===== src/hdl/lkvc_pkg.sv =====
package lkvc_pkg;

  localparam int KEY_W = 32;
  localparam int VAL_W = 32;
  localparam int CAP_W = 5;

  localparam logic [CAP_W-1:0] CAP_RESET = 5'd16;
  localparam logic [VAL_W-1:0] MISS_VALUE = '1;

  localparam logic REQ_GET = 1'b0;
  localparam logic REQ_PUT = 1'b1;

  typedef enum logic [2:0] {
    S_IDLE,
    S_SCAN,
    S_SDRAIN,
    S_CHECK,
    S_UPD,
    S_UDRAIN,
    S_DONE
  } state_t;

  typedef struct packed {
    logic clear;
    logic issue;
    logic scan;
    logic upd;
    logic touch;
  } ctl_t;

endpackage


===== src/hdl/lkvc_if.sv =====
interface lkvc_req_if;
  import lkvc_pkg::*;

  logic                    valid;
  logic                    ready;
  logic                    req_type;
  logic signed [KEY_W-1:0] key;
  logic signed [VAL_W-1:0] value;

  modport source (output valid, req_type, key, value, input ready);
  modport sink (input valid, req_type, key, value, output ready);
endinterface

interface lkvc_rsp_if;
  import lkvc_pkg::*;

  logic                    valid;
  logic                    ready;
  logic                    hit;
  logic signed [VAL_W-1:0] read_value;

  modport source (output valid, hit, read_value, input ready);
  modport sink (input valid, hit, read_value, output ready);
endinterface


===== src/hdl/lkvc_tag_store.sv =====
module lkvc_tag_store #(
  parameter int ENTRIES = 16,
  parameter int IW = 4
) (
  input  logic                     clk,
  input  logic                     rst_n,
  input  lkvc_pkg::ctl_t           ctl,
  input  logic [IW-1:0]            raddr,
  input  logic [ENTRIES-1:0]       valid,
  input  logic [lkvc_pkg::KEY_W-1:0] key,
  input  logic [IW-1:0]            ins_slot,
  input  logic                     evict,
  output logic                     hit,
  output logic [IW-1:0]            hit_slot,
  output logic                     old_found,
  output logic [IW-1:0]            old_slot,
  output logic                     free_found,
  output logic [IW-1:0]            free_slot
);
  import lkvc_pkg::*;

  localparam int AW = IW;
  localparam int TW = KEY_W + AW;

  logic [TW-1:0]    mem [ENTRIES];
  logic [TW-1:0]    rd_q_r;
  logic [IW-1:0]    pidx_r;
  logic             pvld_r;

  logic             hit_r;
  logic [IW-1:0]    hit_slot_r;
  logic [AW-1:0]    hit_age_r;
  logic             old_f_r;
  logic [IW-1:0]    old_r;
  logic [AW-1:0]    old_age_r;
  logic             free_f_r;
  logic [IW-1:0]    free_r;

  logic [KEY_W-1:0] rd_key;
  logic [AW-1:0]    rd_age;
  logic             pv;
  logic             wen;
  logic [TW-1:0]    wdata;

  assign rd_key = rd_q_r[TW-1:AW];
  assign rd_age = rd_q_r[AW-1:0];
  assign pv     = valid[pidx_r];
  assign wen    = pvld_r && ctl.upd;

  // The update pass writes entry i while it reads entry i+1, so a read never
  // meets a write to the same entry.
  always_comb begin
    wdata = rd_q_r;
    if (ctl.touch) begin
      if (pidx_r == hit_slot_r) begin
        wdata = {rd_key, {AW{1'b0}}};
      end else if (pv && (rd_age < hit_age_r)) begin
        wdata = {rd_key, rd_age + AW'(1)};
      end
    end else begin
      if (pidx_r == ins_slot) begin
        wdata = {key, {AW{1'b0}}};
      end else if (pv && !(evict && (pidx_r == old_r))) begin
        wdata = {rd_key, rd_age + AW'(1)};
      end
    end
  end

  always_ff @(posedge clk) begin
    if (ctl.issue) begin
      rd_q_r <= mem[raddr];
    end
    if (wen) begin
      mem[pidx_r] <= wdata;
    end
    pidx_r <= raddr;
  end

  always_ff @(posedge clk) begin
    if (!rst_n) begin
      pvld_r <= 1'b0;
    end else begin
      pvld_r <= ctl.issue;
    end
  end

  always_ff @(posedge clk) begin
    if (!rst_n || ctl.clear) begin
      hit_r      <= 1'b0;
      old_f_r    <= 1'b0;
      free_f_r   <= 1'b0;
      hit_slot_r <= '0;
      hit_age_r  <= '0;
      old_r      <= '0;
      old_age_r  <= '0;
      free_r     <= '0;
    end else if (pvld_r && ctl.scan) begin
      if (pv && (rd_key == key) && !hit_r) begin
        hit_r      <= 1'b1;
        hit_slot_r <= pidx_r;
        hit_age_r  <= rd_age;
      end
      if (pv && (!old_f_r || (rd_age > old_age_r))) begin
        old_f_r   <= 1'b1;
        old_r     <= pidx_r;
        old_age_r <= rd_age;
      end
      if (!pv && !free_f_r) begin
        free_f_r <= 1'b1;
        free_r   <= pidx_r;
      end
    end
  end

  assign hit        = hit_r;
  assign hit_slot   = hit_slot_r;
  assign old_found  = old_f_r;
  assign old_slot   = old_r;
  assign free_found = free_f_r;
  assign free_slot  = free_r;

`ifndef SYNTHESIS
  a_no_write_in_scan: assert property (@(posedge clk) disable iff (!rst_n)
    !(ctl.scan && ctl.upd))
    else $error("tag store scanned and updated in the same cycle");

  a_insert_has_slot: assert property (@(posedge clk) disable iff (!rst_n)
    (wen && !ctl.touch) |-> (free_f_r || evict))
    else $error("insert without a free or evicted entry");

  a_hit_stays_found: assert property (@(posedge clk) disable iff (!rst_n)
    (hit_r && !ctl.clear) |=> (hit_r && $stable(hit_slot_r)))
    else $error("hit slot changed during an item");
`endif

endmodule


===== src/hdl/lru_key_value_cache.sv =====
// Each word runs as a scan pass over all ENTRIES key slots of the tag memory,
// one slot per cycle through a registered read, then, for a get that hits and
// for every put, an age update pass. A get that misses skips the update pass.
// One word is worked on at a time, and a result still held at the output delays
// the finish of the next. Synchronous active-low reset empties the cache.
module lru_key_value_cache #(
  parameter int ENTRIES = 16
) (
  input  logic                       clk,
  input  logic                       rst_n,
  lkvc_req_if.sink                   in_ch,
  lkvc_rsp_if.source                 out_ch,
  input  logic                       cfg_we,
  input  logic [lkvc_pkg::CAP_W-1:0] cfg_data
);
  import lkvc_pkg::*;

  localparam int IW = (ENTRIES > 1) ? $clog2(ENTRIES) : 1;
  localparam int OW = $clog2(ENTRIES + 1);
  localparam int CW = (OW > CAP_W) ? OW : CAP_W;

  state_t             state_r, state_nxt;
  logic [CAP_W-1:0]   cap_r;
  logic [ENTRIES-1:0] valid_r;
  logic [OW-1:0]      occ_r;
  logic [IW-1:0]      cnt_r;

  logic               type_r;
  logic [KEY_W-1:0]   key_r;
  logic [VAL_W-1:0]   val_r;

  logic [VAL_W-1:0]   val_mem [ENTRIES];
  logic [VAL_W-1:0]   valq_r;

  logic               out_valid_r;
  logic               out_hit_r;
  logic [VAL_W-1:0]   out_val_r;

  ctl_t               ctl;
  logic               accept;
  logic               last;
  logic               done_load;
  logic               commit;

  logic               hit;
  logic [IW-1:0]      hit_slot;
  logic               old_found;
  logic [IW-1:0]      old_slot;
  logic               free_found;
  logic [IW-1:0]      free_slot;

  logic [CW-1:0]      cap_ext;
  logic [CW-1:0]      eff_cap;
  logic               full;
  logic               evict;
  logic [IW-1:0]      ins_slot;

  assign cap_ext = CW'(cap_r);
  assign eff_cap = (cap_r == '0) ? CW'(1) :
                   ((cap_ext > CW'(ENTRIES)) ? CW'(ENTRIES) : cap_ext);
  assign full    = CW'(occ_r) >= eff_cap;
  assign evict   = (type_r == REQ_PUT) && !hit && full && old_found;
  assign ins_slot = (evict && (!free_found || (old_slot < free_slot))) ? old_slot : free_slot;

  assign accept = in_ch.valid && in_ch.ready;
  assign last   = cnt_r == IW'(ENTRIES - 1);

  // The compare of the last slot lands at the end of the drain cycle, so the
  // hit decision is taken in S_CHECK, which follows it.
  always_comb begin
    state_nxt = state_r;
    unique case (state_r)
      S_IDLE:   if (in_ch.valid) state_nxt = S_SCAN;
      S_SCAN:   if (last) state_nxt = S_SDRAIN;
      S_SDRAIN: state_nxt = S_CHECK;
      S_CHECK:  state_nxt = (hit || (type_r == REQ_PUT)) ? S_UPD : S_DONE;
      S_UPD:    if (last) state_nxt = S_UDRAIN;
      S_UDRAIN: state_nxt = S_DONE;
      S_DONE:   if (!out_valid_r || out_ch.ready) state_nxt = S_IDLE;
      default:  state_nxt = S_IDLE;
    endcase
  end

  always_comb begin
    in_ch.ready = 1'b0;
    ctl         = '0;
    done_load   = 1'b0;
    commit      = 1'b0;
    ctl.touch   = hit;
    unique case (state_r)
      S_IDLE: begin
        in_ch.ready = 1'b1;
        ctl.clear   = in_ch.valid;
      end
      S_SCAN: begin
        ctl.issue = 1'b1;
        ctl.scan  = 1'b1;
      end
      S_SDRAIN: ctl.scan = 1'b1;
      S_UPD: begin
        ctl.issue = 1'b1;
        ctl.upd   = 1'b1;
      end
      S_UDRAIN: begin
        ctl.upd = 1'b1;
        commit  = !hit;
      end
      S_DONE: done_load = !out_valid_r || out_ch.ready;
      default: ;
    endcase
  end

  always_ff @(posedge clk) begin
    if (!rst_n) begin
      state_r <= S_IDLE;
      cnt_r   <= '0;
      cap_r   <= CAP_RESET;
    end else begin
      state_r <= state_nxt;
      if (ctl.issue) begin
        cnt_r <= last ? '0 : cnt_r + IW'(1);
      end
      if (cfg_we) begin
        cap_r <= cfg_data;
      end
    end
  end

  always_ff @(posedge clk) begin
    if (accept) begin
      type_r <= in_ch.req_type;
      key_r  <= in_ch.key;
      val_r  <= in_ch.value;
    end
  end

  always_ff @(posedge clk) begin
    if (!rst_n) begin
      valid_r <= '0;
      occ_r   <= '0;
    end else if (commit) begin
      if (evict) begin
        valid_r[old_slot] <= 1'b0;
      end
      valid_r[ins_slot] <= 1'b1;
      occ_r <= evict ? occ_r : occ_r + OW'(1);
    end
  end

  always_ff @(posedge clk) begin
    valq_r <= val_mem[hit_slot];
    if ((state_r == S_UDRAIN) && (type_r == REQ_PUT)) begin
      val_mem[hit ? hit_slot : ins_slot] <= val_r;
    end
  end

  always_ff @(posedge clk) begin
    if (!rst_n) begin
      out_valid_r <= 1'b0;
    end else if (done_load) begin
      out_valid_r <= 1'b1;
    end else if (out_ch.ready) begin
      out_valid_r <= 1'b0;
    end
  end

  always_ff @(posedge clk) begin
    if (done_load) begin
      out_hit_r <= hit;
      if (type_r == REQ_PUT) begin
        out_val_r <= val_r;
      end else if (hit) begin
        out_val_r <= valq_r;
      end else begin
        out_val_r <= MISS_VALUE;
      end
    end
  end

  assign out_ch.valid      = out_valid_r;
  assign out_ch.hit        = out_hit_r;
  assign out_ch.read_value = out_val_r;

  lkvc_tag_store #(
    .ENTRIES (ENTRIES),
    .IW      (IW)
  ) u_tag_store (
    .clk        (clk),
    .rst_n      (rst_n),
    .ctl        (ctl),
    .raddr      (cnt_r),
    .valid      (valid_r),
    .key        (key_r),
    .ins_slot   (ins_slot),
    .evict      (evict),
    .hit        (hit),
    .hit_slot   (hit_slot),
    .old_found  (old_found),
    .old_slot   (old_slot),
    .free_found (free_found),
    .free_slot  (free_slot)
  );

`ifndef SYNTHESIS
  a_occ_matches_valid: assert property (@(posedge clk) disable iff (!rst_n)
    $countones(valid_r) == occ_r)
    else $error("occupancy does not match the valid entries");

  a_occ_bounded: assert property (@(posedge clk) disable iff (!rst_n)
    occ_r <= OW'(ENTRIES))
    else $error("occupancy above the number of entries");

  a_result_after_done: assert property (@(posedge clk) disable iff (!rst_n)
    $rose(out_valid_r) |-> $past(state_r == S_DONE))
    else $error("result raised outside the done state");

  a_commit_grows_safely: assert property (@(posedge clk) disable iff (!rst_n)
    (commit && !evict) |=> (CW'(occ_r) <= eff_cap))
    else $error("insert grew occupancy past the capacity");
`endif

endmodule


===== src/flat_wrapper.sv =====
// flat-port wrapper written by rule: the top's interface ports become plain ports
module lru_key_value_cache_flat import lkvc_pkg::*;
#(
  parameter int ENTRIES = 16
)
  (clk, rst_n, cfg_we, cfg_data, in_ch_valid, in_ch_req_type, in_ch_key, in_ch_value, in_ch_ready, out_ch_valid, out_ch_hit, out_ch_read_value, out_ch_ready);
  lkvc_req_if in_ch_i ();
  lkvc_rsp_if out_ch_i ();
  input  logic clk;
  input  logic rst_n;
  input  logic cfg_we;
  input  logic [lkvc_pkg::CAP_W-1:0] cfg_data;
  input wire logic [$bits(in_ch_i.valid)-1:0] in_ch_valid;
  input wire logic [$bits(in_ch_i.req_type)-1:0] in_ch_req_type;
  input wire logic [$bits(in_ch_i.key)-1:0] in_ch_key;
  input wire logic [$bits(in_ch_i.value)-1:0] in_ch_value;
  output wire logic [$bits(in_ch_i.ready)-1:0] in_ch_ready;
  output wire logic [$bits(out_ch_i.valid)-1:0] out_ch_valid;
  output wire logic [$bits(out_ch_i.hit)-1:0] out_ch_hit;
  output wire logic [$bits(out_ch_i.read_value)-1:0] out_ch_read_value;
  input wire logic [$bits(out_ch_i.ready)-1:0] out_ch_ready;
  assign in_ch_i.valid = in_ch_valid;
  assign in_ch_i.req_type = in_ch_req_type;
  assign in_ch_i.key = in_ch_key;
  assign in_ch_i.value = in_ch_value;
  assign in_ch_ready = in_ch_i.ready;
  assign out_ch_valid = out_ch_i.valid;
  assign out_ch_hit = out_ch_i.hit;
  assign out_ch_read_value = out_ch_i.read_value;
  assign out_ch_i.ready = out_ch_ready;
  lru_key_value_cache #(.ENTRIES(ENTRIES)) u_core (.clk(clk), .rst_n(rst_n), .in_ch(in_ch_i), .out_ch(out_ch_i), .cfg_we(cfg_we), .cfg_data(cfg_data));
endmodule

===== config.mk =====
export PLATFORM = sky130hd
export DESIGN_NAME = lru_key_value_cache_flat
export DESIGN_NICKNAME = d
export VERILOG_FILES = /design/src/hdl/lkvc_pkg.sv /design/src/hdl/lkvc_if.sv /design/src/hdl/lkvc_tag_store.sv /design/src/hdl/lru_key_value_cache.sv /design/src/flat_wrapper.sv
export SDC_FILE = /design/constraint.sdc
export NUM_CORES = 1
export LEC_CHECK = 0
export CORE_UTILIZATION = 45
export DETAILED_ROUTE_END_ITERATION = 6
export DONT_BUFFER_PORTS = 1
export SLEW_MARGIN = 10
export SYNTH_ARGS = -nofsm -noshare
export SYNTH_HDL_FRONTEND = slang
export SYNTH_SLANG_ARGS = --single-unit

===== constraint.sdc =====
create_clock -name clk -period 5 [get_ports clk]
set_clock_uncertainty 0.1 [all_clocks]
set_input_delay 0.5 -clock clk [delete_from_list [all_inputs] [get_ports clk]]
set_output_delay 0.5 -clock clk [all_outputs]
set_load 0.005 [all_outputs]

# == Word level (Yosys, flattened, before mapping) ==
# Memory sizes are Yosys's and may differ from the RTL's. A register that Yosys moved wholly into a read port is not among the register bits.
# Cells that the tools add are included.
# Widths: inputs -> output; s select.
# totals
ff_bits,160
memories,2
output_inout_bits,35
ram_bits,1088
# mem_list
memory,depth,width,read_ports,rd_clocked_by_memory_dff,wr,line,rtl
u_core.u_tag_store.mem,16,36,1,1,1,lkvc_tag_store.sv:25,logic [TW-1:0] mem [ENTRIES];
u_core.val_mem,16,32,1,1,1,lru_key_value_cache.sv:32,logic [VAL_W-1:0] val_mem [ENTRIES];
# op_classes
n_eq_ne,15
n_bitwise,4
muxes,40
reduce_logical,40
n_lt_le_gt_ge,10
addsub,3
# op_table
op,count
$mux 36,2
$mux 32,2
$mux 16,3
$eq 32x32->1,1
$mux 4,6
$pmux 3 s7,1
$logic_and 1x1->1,17
$and 16x16->16,1
$mux 1,16
$not 16->16,1
$or 16x16->16,1
$lt 4x5->1 const B,3
$eq 4x4->1,3
$mux 3,4
$mux 5,2
$eq 3x3->1 const B,3
$add 4x1->4 const B,2
$demux 1 s4,2
$ge 4x1->1 const B,2
$lt 4x4->1,2
$reduce_and 2->1,4
$logic_not 1->1,7
$eq 3x2->1 const B,2
$ne 2x1->1 const B,3
other kinds (16),22

# == Longest topological paths before layout ==
# Gate-level depths: netlist (run 1).
# logic_depth
depth_word,13
mapped_depth,12
mapped_depth_nobuf,11

# == Modules after synthesis ==
# From an unflattened synthesis (run 1), not the netlist that was laid out.
# unflattened
cells_unflattened,2318
area_unflattened_um2,50402.1
# modules_own_cells
mod,instances,cells_per_inst,area_each_um2
lru_key_value_cache,1,1215,25385.6
lkvc_tag_store,1,1103,25016.5

# == Worst setup path after synthesis (run 1) ==
# Ideal clock, no wire load.
# synth_path
path_type,register to register
from,"register u_core.cap_r[4], in the netlist u_core.cap_ext[4]"
to,memory u_core.val_mem[11][0] (enable)
synth_period_minus_slack_ns,4.835
path_stages_with_launch,12
arrival_time_ns,4.274
required_ns,4.439
n_path_buf,1
path_slack_ns,0.165
path_cell_list,dfxtp_1 > inv_1 > nand2_1 > ha_1 > o21a_1 > o2111ai_1 > a21oi_1 > buf_2 > nand2_1 > mux2i_1 > a21oi_1 > nor3_1
# synth_via
elab_chain_cells,9
# synth_lines
item,line,rtl
"start, declared",lru_key_value_cache.sv:23,logic [CAP_W-1:0] cap_r;
"start signal, assigned",lru_key_value_cache.sv:124,cap_r <= cfg_data;
$gt 5x5->1,lru_key_value_cache.sv:60,((cap_ext > CW'(ENTRIES)) ? CW'(ENTRIES) : cap_ext);
$mux 5,lru_key_value_cache.sv:60,
$mux 5 *,lru_key_value_cache.sv:59,assign eff_cap = (cap_r == '0) ? CW'(1) :
$ge 5x5->1 *,lru_key_value_cache.sv:61,assign full = CW'(occ_r) >= eff_cap;
$logic_and 1x1->1 * (2 in a row),lru_key_value_cache.sv:62,assign evict = (type_r == REQ_PUT) && !hit && full && old_found;
$logic_and 1x1->1 *,lru_key_value_cache.sv:63,assign ins_slot = (evict && (!free_found || (old_slot < free_slot))) ? old_slot : free_slot;
$mux 4 *,lru_key_value_cache.sv:63,
$mux 4 *,lru_key_value_cache.sv:153,val_mem[hit ? hit_slot : ins_slot] <= val_r;
"end, declared",lru_key_value_cache.sv:32,
# Every way passes the cells marked *; elsewhere a longest branch is shown, timed or not.

# == Worst setup path in the final report (run 1) ==
# layout_path
from,"register u_core.cap_r[2], in the netlist u_core.cap_ext[2]"
to,memory u_core.val_mem[10][8] (enable)
# Same word-level chain as after synthesis.

==> impl_metrics.ini, run 1 <==
[place]
place_hpwl_um = 60700
place_worst_setup_slack_ps = 895
gp_congestion = 0.809
placed_area_um2 = 52400
io_buffers = 0

[global_routing]
grt.overflow.total = 0
first_global_vias = 24200
grt_max_degree = 71
antenna_found_initial = 4
grt_pass1_wl_um = 161000
grt_use_total = 0.198

[timing]
slew_viol_final = 0
hold_slack_ps = 177
slew_headroom = 0.192
worst_slack_ps = 899
hold_viol = 0
rsz0062_at_grt = false
max_freq_ghz = 0.244
fin_crit_sh = 0.820
period_minus_slack_ps = 4100
finalSetupViolCount = 0
tns_ps = 0
tightest_slew_ps = 1200

[die]
num_rows = 122
fp.dieH_um = 336
start_util = 0.454
io_pins = 110
fp.dieArea_um2 = 113000
die_w_um = 336
core_area_um2 = 111000

[layout]
fill_cells = 8580
drive_above_1_share = 0.265
design_area_um2 = 57600
nets = 2585
final_common_cell = edfxtp_1
final_cell_mix = edfxtp_1, mux4_2, clkbuf_16, dfxtp_1, nor2_1
syn_to_final_growth_pct = 14.6

[min_path]
hp-class = in -> reg
worstHoldStart = in_ch_valid
min_to = u_core.key_r[28]
hold_depth = 1

[synthesis]
synth-edff-count = 1222
netlist_area_um2 = 50200
syn-mean-instance-area_um2 = 21.6
synth-compound-area-share = 0.0156
synth_seq_cells = 1316
synth_top_family_by_area = multiplexers
synthArstFlopShare = 0
synth_xor_area_frac = 0.00907
synth_fa_ha_area_frac = 0.00448
ys.flop_type = edfxtp_1
synth_cell_types = 58
synth_mux_area_frac = 0.168
yosysWarnings = 0
synth_fp_nets = 2414
synth_cells = 2321
synth-seq-area-share = 0.768
synth-simple-area-share = 0.0210

[cts]
cts_setup_buffers = 0
clk_path_buf_depth = 3
clk_pin_slew_worst_paths_ps = 60
cts_tree = yes
cts.htree.levels = 4
cts_root_buf = clkbuf_16
cts.sinks = 1316
numCtsBuffers = 137
clk_latency_ps = 730

[critical_path]
r2r_start = u_core.cap_ext[2]
critical_path.max_fanout = 13
end_kind = flip-flop
r2r_setup_slack_ps = 900
crit_required_ps = 5310
cp-start-kind = flip-flop
worst-setup-path-type = reg -> reg
cp.arrival_ps = 4410
r2r-end = u_core.val_mem[10][8]
reg2reg_depth = 13

[detailed_routing]
ant_nets = 0
via_count = 23200
wirelength_um = 109000
firstDrtPassIters = 5
avgRoutedWirePerCell_um = 26.6
viasPerCell = 5.66
drt_iter0_markers = 2305
drc = 0

[power]
p_per_area_nw_per_um2 = 399
p_total_mw = 22.9
leakagePower_nw = 17.8
peakVddDrop_mv = 0.314

[run_status]
status = complete, no violations

[job]
maxCapViolCount = 0
==> worst max path at each step <==
stage	start	end	slack, ps	depth (start not counted)
after floorplan	u_core.cap_ext[4]	u_core.val_mem[11][0]	160	11
after global placement	u_core.cap_ext[1]	u_core.u_tag_store.mem[0][9]	940	13
after detailed placement	u_core.cap_ext[2]	u_core.val_mem[10][17]	890	13
after CTS	u_core.cap_ext[2]	u_core.val_mem[10][8]	870	13
after global routing	u_core.cap_ext[2]	u_core.val_mem[10][8]	620	13
final	u_core.cap_ext[2]	u_core.val_mem[10][8]	900	13
==> sequential cells by signal, indices dropped and copies added, names as in the netlist, 16 cells and up <==
register                   flops
u_core.u_tag_store.rd_q_r     36
u_core.val_mem               512
u_core.key_r                  32
u_core.valid_r                16
u_core.valq_r                 32
u_core.out_ch.read_value      32
u_core.u_tag_store.mem       576
u_core.val_r                  32
==> synth_stat cells (all sizes together), types with 25 or more instances <==
library cell,count,area (um^2)
inv,48,180
dfxtp,94,1880
edfxtp,1222,36700
mux2i,31,310
xnor2,27,236
o21ai,40,200
nor2,113,427
mux4,344,7760
clkbuf,65,245
xor2,25,219
buf,48,246
a21oi,61,305
mux2,34,383
==> kinds of logic after synthesis <==
logic type / count (synthesis)
flip-flops: 1316
XOR/XNOR: 52
buffers and inverters: 162
adder cells (fa/ha/maj): 18
AO/OA/AOI/OAI: 135
multiplexers: 409
AND/OR/NAND/NOR: 229
==> worst max-delay path, cell delays in order (launching register included) <==
cell	delay, ps
dfxtp_1	370
nor3_1	70
nor2_1	100
nor2_1	60
ha_1	270
nor2_1	50
a21o_1	180
a21oi_1	390
buf_4	240
nand2_1	170
o21ai_1	360
o21ai_0	460
nor2_4	650
buf_4	300
==> power breakdown <==
part	internal [mW]	switching, mW	total (mW)
sequential	12.2	0.157	12.4
clock	5.69	4.09	9.78
combinational	0.339	0.429	0.768
==> layout make-up <==
| cell class | count | area [um^2] | share of cell area |
|---|---|---|---|
| Tap cell | 1488 | 1860 | 0.0323 |
| Timing Repair Buffer | 145 | 1360 | 0.0237 |
| Antenna cell | 1 | 2.50 | 0.0000435 |
| Sequential cell | 1316 | 38600 | 0.670 |
| Clock buffer | 183 | 3740 | 0.0649 |
| Multi-Input combinational cell | 843 | 11200 | 0.195 |
| Clock inverter | 69 | 607 | 0.0105 |
| Inverter | 49 | 184 | 0.00319 |
==> layer usage <==
layer,vias up,part of all wire,GRT usage
met3,169,0.050,0.0298
met5,-,0.000083,0
met1,12300,0.40,0.259
li1,9954,-,-
met2,716,0.52,0.340
met4,2,0.026,0.0632
==> metrics by stage <==
step | std cells | utilization
after global routing | 4093 | 0.520
after global placement | 3763 | 0.474
after detailed placement | 3763 | 0.474
final | 4094 | 0.520
after floorplan | 2321 | -
after CTS | 4092 | 0.520
==> timing repair <==
item                                   CTS  global route
gates resized for setup                  0             0
hold buffers                            77             0
endpoints found under the hold margin   73             0
Power figures use the tool's default switching activity.
==> run 2: changes to the inputs <==
==> constraint.sdc (replaced) <==
create_clock -name clk -period 4.07 [get_ports clk]
set_clock_uncertainty 0.1 [all_clocks]
set_input_delay 0.407 -clock clk [delete_from_list [all_inputs] [get_ports clk]]
set_output_delay 0.407 -clock clk [all_outputs]
set_load 0.005 [all_outputs]
==> run 2 against run 1 <==
Against the previous run:
- core utilization rose by 0.39 points
- cell count barely moved
- worst hold slack got worse by 89 ps
- sequential cell count did not move
- critical endpoint is now u_core.val_mem[9][20]
- setup slack got worse by 420 ps
- clock power rose by 24%
- global-route usage rose by 0.11 points
- largest power group unchanged
==> impl_metrics.ini, run 2 (same netlist as run 1, synthesis figures left out) <==
[run_status]
status = complete, no violations

[cts]
cts.htree.levels = 4
clk_pin_slew_worst_paths_ps = 60
ctsResizeCount = 0
clk_latency_ps = 740
cts_tree = yes
numCtsBuffers = 136
hold_buffers = 77
cts.sinks = 1316
cts_setup_buffers = 0
cts_root_buf = clkbuf_16
clk_path_buf_depth = 3

[timing]
tightest_slew_ps = 1210
slew_viol_final = 0
slew_headroom = 0.191
rsz0062_at_grt = false
max_freq_ghz = 0.278
hold_slack_ps = 87.7
worst_slack_ps = 479
fin_crit_sh = 0.882
period_minus_slack_ps = 3590
hold_viol = 0
finalSetupViolCount = 0

[place]
gp_congestion = 0.848
place_hpwl_um = 61600
io_buffers = 0
place_worst_setup_slack_ps = 455

[power]
leakagePower_nw = 17.9
p_per_area_nw_per_um2 = 487
peakVddDrop_mv = 0.431
p_total_mw = 28.3

[critical_path]
worst-setup-path-type = reg -> reg
end_kind = flip-flop
path_common_cell = nor2_1
crit_chain = nor3_1, nor2_1, nor2_1, ha_1, nor2_1, a21o_1, a21oi_1, nand2_1, a31o_2, o21ai_0, buf_4, nor2_4, buf_4
crit_required_ps = 4400
cp.arrival_ps = 3920
cpMaxStageDelayCell = nor2_4
slowest_delay_ps = 750
critical_path.max_fanout = 23
cp-start-kind = flip-flop

[detailed_routing]
drc = 0
via_count = 23300
viasPerCell = 5.68
ant_nets = 0
avgRoutedWirePerCell_um = 27.0
firstDrtPassIters = 6
wirelength_um = 111000
drt_iter0_markers = 2002

[layout]
drive_above_1_share = 0.267
antennaDiodeCount = 0
largest_register_ffs = 576
top_regs = u_core.u_tag_store.mem x576, u_core.val_mem x512, u_core.u_tag_store.rd_q_r x36
regMostFlops = u_core.u_tag_store.mem
final_common_cell = edfxtp_1
final_cell_mix = edfxtp_1, mux4_2, clkbuf_16, dfxtp_1, nor2_1
nets = 2592
syn_to_final_growth_pct = 15.5

[die]
io_pins = 110
die_w_um = 336
num_rows = 122
core_area_um2 = 111000
start_util = 0.454
fp.dieH_um = 336
fp.dieArea_um2 = 113000

[global_routing]
grt.overflow.total = 0
grt_max_degree = 112
antenna_found_initial = 5
grt_pass1_wl_um = 162000
grt_use_total = 0.199
first_global_vias = 24500

[min_path]
hp-class = in -> reg

[job]
maxCapViolCount = 0
==> run 2: metrics by stage <==
step | std cells | TNS [ps] | util | cell area [um^2]
2_1_floorplan | 2321 | -73440 | - | 50200
3_3_place_gp | 3772 | 0 | 0.478 | 52900
3_5_place_dp | 3772 | 0 | 0.478 | 52900
4_1_cts | 4095 | 0 | 0.524 | 58000
5_1_grt | 4095 | 0 | 0.524 | 58000
6_report | 4095 | 0 | 0.524 | 58000
==> run 2: final timing paths <==
path | start | endpoint | slack [ps] | depth (start not counted)
hold / removal | in_ch_valid | u_core.key_r[23] | 90 | 1
hold reg to reg | u_core.cnt_r[2] | u_core.u_tag_store.pidx_r[2] | 260 | 0
setup / recovery | u_core.cap_ext[1] | u_core.val_mem[9][20] | 480 | 13
setup reg to reg | u_core.cap_ext[1] | u_core.val_mem[9][20] | 480 | 13
==> run 2: report_power, final <==
part	switching, mW	leakage (nW)	internal (mW)
clock network	5.12	2.13	6.96
registers	0.188	11.8	15.0
logic	0.543	3.97	0.433
total	5.85	17.9	22.4
==> run 2: critical path: cells and delay by family (launching register included) <==
| family | cells | cell delay (ps) |
|---|---|---|
| fa+ha+maj | 1 | 240 |
| buf+inv | 2 | 530 |
| simple gates | 6 | 1470 |
| compound gates | 4 | 610 |
| flops | 1 | 320 |
==> run 2: metal layers <==
layer	vias to the layer above	global-route usage	part of all wire
met4	4	0.0592	0.021
li1	9950	-	-
met1	12500	0.259	0.42
met5	-	0	0.00024
met3	175	0.0319	0.047
met2	657	0.344	0.52
==> run 2: cell type report <==
cell class,count,area (um^2)
Fill cell,8481,52700
Sequential cell,1316,38600
Multi-Input combinational cell,843,11200
Clock buffer,184,3750
Tap cell,1488,1860
Timing Repair Buffer,153,1770
Clock inverter,62,622
Inverter,49,184
